`config.mk`:
```
export PLATFORM = sky130hd
export DESIGN_NAME = lifo_stack_with_search_unit
export DESIGN_NICKNAME = d
export VERILOG_FILES = /design/src/rtl/core/lsws_pkg.sv /design/src/rtl/core/lsws_ctrl.sv /design/src/rtl/core/lsws_dpath.sv /design/src/rtl/core/lifo_stack_with_search_unit.sv
export SDC_FILE = /design/constraint.sdc
export NUM_CORES = 2
export LEC_CHECK = 0
export BUFFER_PORTS_ARGS = -buffer_cell sky130_fd_sc_hd__buf_2
export CORE_AREA = 5 5 410 412
export DETAILED_ROUTE_END_ITERATION = 7
export DIE_AREA = 0 0 415 417
export PLACE_DENSITY = 0.77
export SYNTH_ARGS = -nofsm -noshare
export SYNTH_HDL_FRONTEND = slang
export SYNTH_SLANG_ARGS = --single-unit
```
`constraint.sdc`:
```
create_clock -name clk -period 4.6 [get_ports clk]
set_input_delay 0.92 -clock clk [delete_from_list [all_inputs] [get_ports clk]]
set_output_delay 0.92 -clock clk [all_outputs]
set_load 0.01 [all_outputs]
```
`src/rtl/core/lsws_pkg.sv`:
```
// Shared codes, field layout and controller/datapath interface types for the LIFO stack.
`timescale 1ns / 1ps

package lsws_pkg;

	// operation codes
	localparam logic [1:0] OP_PUSH   = 2'd0;
	localparam logic [1:0] OP_POP    = 2'd1;
	localparam logic [1:0] OP_SEARCH = 2'd2;

	// status codes
	localparam logic [1:0] ST_OK        = 2'd0;
	localparam logic [1:0] ST_UNDERFLOW = 2'd1;
	localparam logic [1:0] ST_OVERFLOW  = 2'd2;

	localparam int IN_W  = 40;
	localparam int OUT_W = 88;

	typedef struct packed {
		logic capture;
		logic push;
		logic pop;
		logic underflow;
		logic overflow;
		logic top_load;
		logic srch_init;
		logic srch_step;
		logic srch_hit;
		logic out_load;
	} cmd_t;

	typedef struct packed {
		logic [1:0] op;
		logic       empty;
		logic       full;
		logic       hit;
		logic       last;
		logic       out_free;
	} sts_t;

endpackage

```
`src/rtl/core/lsws_ctrl.sv`:
```
// Controller state machine for the LIFO stack: sequences push, pop and search.
`timescale 1ns / 1ps

module lsws_ctrl
	import lsws_pkg::*;
(
	input  logic clk,
	input  logic arst_n,
	input  logic s_tvalid,
	output logic s_tready,
	input  sts_t sts,
	output cmd_t cmd
);

	typedef enum logic [1:0] {
		IDLE,
		POP_TOP,
		SRCH,
		DONE
	} state_t;

	state_t state_q;
	state_t state_nxt;

	assign s_tready = (state_q == IDLE);

	always_comb begin
		cmd       = '0;
		state_nxt = state_q;
		case (state_q)
			IDLE: begin
				if (s_tvalid) begin
					cmd.capture = 1'b1;
					state_nxt   = DONE;
					case (sts.op)
						OP_PUSH: begin
							if (sts.full) begin
								cmd.overflow = 1'b1;
							end else begin
								cmd.push = 1'b1;
							end
						end
						OP_POP: begin
							if (sts.empty) begin
								cmd.underflow = 1'b1;
							end else begin
								cmd.pop   = 1'b1;
								state_nxt = POP_TOP;
							end
						end
						OP_SEARCH: begin
							if (!sts.empty) begin
								cmd.srch_init = 1'b1;
								state_nxt     = SRCH;
							end
						end
						default: begin
							state_nxt = DONE;
						end
					endcase
				end
			end
			POP_TOP: begin
				// new top word arrives from the store read issued by the pop
				cmd.top_load = 1'b1;
				state_nxt    = DONE;
			end
			SRCH: begin
				if (sts.hit) begin
					cmd.srch_hit = 1'b1;
					state_nxt    = DONE;
				end else if (sts.last) begin
					state_nxt = DONE;
				end else begin
					cmd.srch_step = 1'b1;
				end
			end
			DONE: begin
				if (sts.out_free) begin
					cmd.out_load = 1'b1;
					state_nxt    = IDLE;
				end
			end
			default: begin
				state_nxt = IDLE;
			end
		endcase
	end

	always_ff @(posedge clk or negedge arst_n) begin
		if (!arst_n) begin
			state_q <= IDLE;
		end else begin
			state_q <= state_nxt;
		end
	end

endmodule

```
`src/rtl/core/lsws_dpath.sv`:
```
// Datapath for the LIFO stack: entry store, fill count, top register, search walk, result word.
`timescale 1ns / 1ps

module lsws_dpath
	import lsws_pkg::*;
#(
	parameter int STACK_DEPTH = 64
) (
	input  logic             clk,
	input  logic             arst_n,
	input  cmd_t             cmd,
	output sts_t             sts,
	input  logic [IN_W-1:0]  s_tdata,
	output logic             m_tvalid,
	input  logic             m_tready,
	output logic [OUT_W-1:0] m_tdata
);

	localparam int AW = $clog2(STACK_DEPTH);
	localparam int CW = $clog2(STACK_DEPTH + 1);

	logic [31:0]      mem [STACK_DEPTH];
	logic [CW-1:0]    count_q;
	logic [AW-1:0]    ptr_q;
	logic [CW-1:0]    dist_q;
	logic [CW-1:0]    dist_s1;
	logic             rd_vld_s1;
	logic [31:0]      rdata_s1;
	logic [AW-1:0]    rd_addr;
	logic [31:0]      key_q;
	logic [31:0]      top_q;
	logic [1:0]       res_status_q;
	logic [31:0]      res_popped_q;
	logic             res_found_q;
	logic [5:0]       res_dist_q;
	logic             m_tvalid_q;
	logic [OUT_W-1:0] m_tdata_q;
	logic [1:0]       in_op;
	logic [31:0]      in_value;
	logic             empty;
	logic [31:0]      top_out;

	assign in_op    = s_tdata[1:0];
	assign in_value = s_tdata[33:2];
	assign empty    = (count_q == '0);
	assign top_out  = empty ? 32'd0 : top_q;

	assign sts.op       = in_op;
	assign sts.empty    = empty;
	assign sts.full     = (count_q == CW'(STACK_DEPTH));
	assign sts.hit      = rd_vld_s1 && (rdata_s1 == key_q);
	assign sts.last     = rd_vld_s1 && (dist_s1 == (count_q - CW'(1)));
	assign sts.out_free = !m_tvalid_q || m_tready;

	// a pop reads the word below the current top, which becomes the new top
	assign rd_addr = cmd.pop ? AW'(count_q - CW'(2)) : ptr_q;

	always_ff @(posedge clk) begin
		if (cmd.push) begin
			mem[count_q[AW-1:0]] <= in_value;
		end
		rdata_s1 <= mem[rd_addr];
	end

	always_ff @(posedge clk or negedge arst_n) begin
		if (!arst_n) begin
			count_q    <= '0;
			rd_vld_s1  <= 1'b0;
			m_tvalid_q <= 1'b0;
		end else begin
			if (cmd.push) begin
				count_q <= count_q + CW'(1);
			end else if (cmd.pop) begin
				count_q <= count_q - CW'(1);
			end
			rd_vld_s1 <= cmd.srch_step;
			if (cmd.out_load) begin
				m_tvalid_q <= 1'b1;
			end else if (m_tready) begin
				m_tvalid_q <= 1'b0;
			end
		end
	end

	always_ff @(posedge clk) begin
		if (cmd.capture) begin
			key_q        <= in_value;
			res_status_q <= ST_OK;
			res_popped_q <= 32'd0;
			res_found_q  <= 1'b0;
			res_dist_q   <= 6'd0;
		end
		if (cmd.overflow) begin
			res_status_q <= ST_OVERFLOW;
		end
		if (cmd.underflow) begin
			res_status_q <= ST_UNDERFLOW;
		end
		if (cmd.pop) begin
			res_popped_q <= top_q;
		end
		if (cmd.push) begin
			top_q <= in_value;
		end else if (cmd.top_load) begin
			top_q <= rdata_s1;
		end
		// search walks down from the top, one read a cycle; the registered read data is compared in the next cycle
		if (cmd.srch_init) begin
			ptr_q  <= AW'(count_q - CW'(1));
			dist_q <= '0;
		end else if (cmd.srch_step) begin
			ptr_q  <= ptr_q - AW'(1);
			dist_q <= dist_q + CW'(1);
		end
		dist_s1 <= dist_q;
		if (cmd.srch_hit) begin
			res_found_q <= 1'b1;
			res_dist_q  <= 6'(dist_s1);
		end
		if (cmd.out_load) begin
			m_tdata_q <= {
				7'd0,
				7'(count_q),
				empty,
				top_out,
				res_dist_q,
				res_found_q,
				res_popped_q,
				res_status_q
			};
		end
	end

	assign m_tvalid = m_tvalid_q;
	assign m_tdata  = m_tdata_q;

endmodule

```
`src/rtl/core/lifo_stack_with_search_unit.sv`:
```
// Top level of the LIFO stack with search: controller plus datapath.
`timescale 1ns / 1ps

// Bounded last-in-first-out stack of signed 32-bit words, STACK_DEPTH entries deep.
// Each input word is a push, a pop or a search; each gives exactly one result word
// with the status, the popped value, the search result (distance from the top of the
// nearest match, top at zero), the top value, the empty flag and the occupancy.
// Pop on an empty stack reports underflow and push on a full stack reports overflow;
// neither changes the stack. Operation code three changes nothing and reports state.
// Steps, from input accept to result load with the output free: a push goes straight to
// the result load; a pop first takes one store read to fetch the new top; a search issues
// the first read, then examines one entry per cycle from the store's single read port
// until a match or the last entry. A search on an empty stack and operation code three go
// straight to the result load. The next word is taken the cycle after the load. One word
// is worked on at a time; the result register lets the next word in while a result still
// waits on the output.

module lifo_stack_with_search_unit
	import lsws_pkg::*;
#(
	parameter int STACK_DEPTH = 64
) (
	input  logic             clk,
	input  logic             arst_n,
	input  logic             s_tvalid,
	output logic             s_tready,
	input  logic [IN_W-1:0]  s_tdata,   // op[1:0], value[33:2], zero pad
	output logic             m_tvalid,
	input  logic             m_tready,
	output logic [OUT_W-1:0] m_tdata    // status[1:0], popped_value[33:2], found[34],
	                                    // distance[40:35], top_value[72:41],
	                                    // is_empty[73], occupancy[80:74], zero pad
);

	cmd_t cmd;
	sts_t sts;

	lsws_ctrl u_ctrl (
		.clk      (clk),
		.arst_n   (arst_n),
		.s_tvalid (s_tvalid),
		.s_tready (s_tready),
		.sts      (sts),
		.cmd      (cmd)
	);

	lsws_dpath #(
		.STACK_DEPTH (STACK_DEPTH)
	) u_dpath (
		.clk      (clk),
		.arst_n   (arst_n),
		.cmd      (cmd),
		.sts      (sts),
		.s_tdata  (s_tdata),
		.m_tvalid (m_tvalid),
		.m_tready (m_tready),
		.m_tdata  (m_tdata)
	);

endmodule

```
==> reports/results.tsv <==
stage	metric	value	unit
placement	hpwlAfterDp	143600	µm
setup_path	r2r_start	u_dpath.count_q[1]$_DFFE_PN0P_	
setup_path	critPathMaxFanout	44	
timing	fmax	233.3	MHz
layout	layout_common_cells	edfxtp_1, and3_1, a211oi_1, mux2i_1, buf_4	
setup_path	cp_data_required_time	5.37	ns
power	p_per_area	605.5	nW/µm²
clock_tree	post_cts_buffers	0	
synth	synth_area	89720	µm²
floorplan	initial_utilization	54.69	%
status	status	completed	
setup_path	path_delay_family	compound AO/OA/AOI/OAI gates	
timing	hold_viol_final	0	
setup_path	crit_buf_inv	3	
global_route	grt_usage	27.62	%
synth	synth.yosys.seq_area_share	76.27	%
timing	fin_crit	4.287	ns
route	wl	246600	µm
clock_tree	cts_buffer_depth	3	
power	p_leak	34.78	nW
route	drc	0	
clock_tree	cts_tree	yes	
floorplan	core	164100	µm²
power	irDropWorstVdd	0.0004467	V
route	post_drt_via_cell_ratio	6.723	
global_route	grt_pass1_wl	353800	µm
placement	io_buffers	120	
setup_path	critPathKind	flop to flop	
clock_tree	cts_max_level	4	
clock_tree	cts_resized	0	
global_route	grt_pass1_vias	53020	
hold_path	hp-start	u_dpath.dist_q[6]$_SDFFE_PP0P_	
timing	worst_pin_slew	1.292	ns
synth	synthArstFlopShare	0.4789	%
timing	setup_violations	0	
route	ant_nets	0	
job	maxCapViolCount	0	
clock_tree	clock-sinks	2297	
layout	fill_cells	11130	
layout	synthToLayoutAreaGrowth	13.98	%
timing	drv_slew	0	
timing	worst_hold_slack	0.3777	ns
timing	fin_skew	0.04499	ns
synth	synth_cell_types	70	
synth	ys_warn_count	0	
setup_path	crit_path_start_kind	flop	
layout	drive_gt1_share	14.92	%
setup_path	slowest_stage	a2111oi_0	
clock_tree	insertion_delay	0.86	ns
route	drt_first_pass_iters	7	
floorplan	die_x	415	µm
placement	pre_cts_ws	-0.01510	ns
setup_path	max_stage_delay	1.05	ns
timing	rsz0062_at_grt	false	
setup_path	cp.arrival	5.05	ns
setup_path	crit_top_cell	buf_4	
global_route	grt-ovfl-total	0	
route	dr.first_iter.drc_count	8221	
synth	synth_cells	5461	
floorplan	dieArea	173100	µm²
hold_path	holdCritPathClass	flop to flop	
setup_path	worstSetupStartpoint	u_dpath.count_q[1]$_DFFE_PN0P_	
floorplan	design.portCount	134	
layout	nets	5786	
route	wl_per_cell	30.43	µm
timing	fin_setup_tns	0	ns
timing	slew-limit-headroom	13.84	%
timing	layout_worst_path_cycle_share	93.20	%
synth	ys.flop_type	edfxtp_1	
floorplan	row_count	149	
timing	setup_slack	0.3129	ns
synth	synth_seq_cells	2297	
floorplan	die_y	417	µm
clock_tree	numCtsBuffers	214	
placement	gp_congestion	0.8798	
clock_tree	ctsRootBufferMaster	clkbuf_16	
clock_tree	path_clk_slew	0.06	ns
global_route	antenna_found_initial	11	
layout	final_common_cell	edfxtp_1	
setup_path	crit_chain	inv_1 -> ha_1 -> nor4b_4 -> a211o_4 -> buf_4 -> and3_1 -> a211oi_1 -> a2111oi_0 -> a22oi_1 -> buf_4 -> nand4_1	
synth	synth_edf_count	2237	
global_route	grt_max_degree	91	
setup_path	end_kind	flop	
route	vias	54470	
synth	avgSynthCellArea	16.43	µm²
cells in the mapped netlist (all sizes together) (48+ instances only):
library cell / instances / area [µm²]
a22oi: 130 / 980.9
edfxtp: 2237 / 67170
dfxtp: 49 / 980.9
a31oi: 48 / 300.3
a2111oi: 154 / 1349
a211oi: 611 / 4592
and3: 643 / 4023
clkbuf: 270 / 1032
a221oi: 83 / 727.0
nand2: 268 / 1008
nor2: 91 / 349.1
mux2i: 340 / 3415
buf: 160 / 878.3
logic make-up (layout without fill, tap and decap cells):
kind of cell,count (synthesis),after routing,share of synthesized area [%]
other,1,9,0.004179
XOR/XNOR,57,57,0.6038
flip-flops,2297,2297,76.27
buffers and inverters,447,892,2.200
adder cells (fa/ha/maj),17,17,0.2371
AND/OR/NAND/NOR,1157,1157,7.101
multiplexers,347,347,3.893
AO/OA/AOI/OAI,1138,1138,9.693
what timing repair did:
item | CTS | global route
hold buffers | 1 | 0
endpoints found under the setup margin | 0 | 0
hold endpoints to repair | 11 | 0
layer usage:
metal | part of all wire, % | global-route usage [%] | up-vias
li1 | - | - | 22660
met1 | 36 | 36.88 | 27250
met2 | 47 | 43.78 | 3905
met3 | 13 | 7.539 | 661
met4 | 4.0 | 10.66 | 0
met5 | 0 | 0 | -
area by class of cell:
| class | count | area (µm²) | share of cell area [%] |
|---|---|---|---|
| tap | 2189 | 2739 | 2.678 |
| sequential | 2297 | 68430 | 66.91 |
| multi-input combinational | 2723 | 19970 | 19.53 |
| antenna | 2 | 5.005 | 0.004894 |
| clock buffer | 282 | 5817 | 5.688 |
| inverter | 17 | 63.81 | 0.06240 |
| timing repair buffer | 472 | 3971 | 3.883 |
| clock inverter | 121 | 1271 | 1.243 |
sequential cells by signal, summed over array words and instances (netlist names):
name,cells
u_dpath.count_q,7
u_dpath.dist_q,7
u_dpath.rdata_s1,32
u_dpath.dist_s1,7
u_dpath.key_q,32
u_dpath.m_tdata,81
u_dpath.ptr_q,6
u_dpath.top_q,32
u_dpath.res_dist_q,6
u_dpath.res_found_q,1
u_dpath.rd_vld_s1,1
u_dpath.res_status_q,2
u_dpath.m_tvalid,1
u_ctrl.state_q,2
u_dpath.res_popped_q,32
u_dpath.mem,2048
metrics by stage:
| step | utilization [%] | total power, mW | instance area (µm²) | std cells |
|---|---|---|---|---|
| finish | 62.34 | 61.92 | 102300 | 8103 |
| CTS | 62.33 | 61.56 | 102300 | 8101 |
| detailed placement | 58.01 | 43.98 | 95170 | 7697 |
| global placement | 58.01 | 43.57 | 95170 | 7697 |
| floorplan | - | 35.40 | 89750 | 5467 |
| global route | 62.34 | 63.85 | 102300 | 8102 |
worst register-to-register path, delay by kind of cell, from the launching register on:
kind | cells | cell delay [ns]
AOI/OAI and AO/OA | 4 | 1.92
adders and majority gates | 1 | 0.19
buffers and inverters | 3 | 0.90
DFF | 1 | 0.38
and+or+nand+nor | 3 | 0.82
path summary, 6_finish.rpt:
| kind | to | slack (ns) | cells after the start |
|---|---|---|---|
| min | u_dpath.dist_s1[6]$_DFF_P_ | 0.38 | 0 |
| max | u_dpath.rdata_s1[15]$_DFF_P_ | 0.31 | 11 |
| min reg2reg | u_dpath.dist_s1[6]$_DFF_P_ | 0.38 | 0 |
| max in group asynchronous | u_dpath.count_q[6]$_DFFE_PN0P_ | 3.90 | 2 |
| max reg2reg | u_dpath.rdata_s1[15]$_DFF_P_ | 0.31 | 11 |
| min in group asynchronous | u_dpath.m_tvalid$_DFFE_PN0P_ | 0.49 | 2 |
report_power, final:
group	total, mW	internal, mW	switching (mW)	leakage, nW
sequential	24.8	24.1	0.689	20.7
clock	17.7	10.1	7.59	3.47
combinational	19.4	6.94	12.5	10.6
Note: power is estimated with default switching activity, not from simulation.
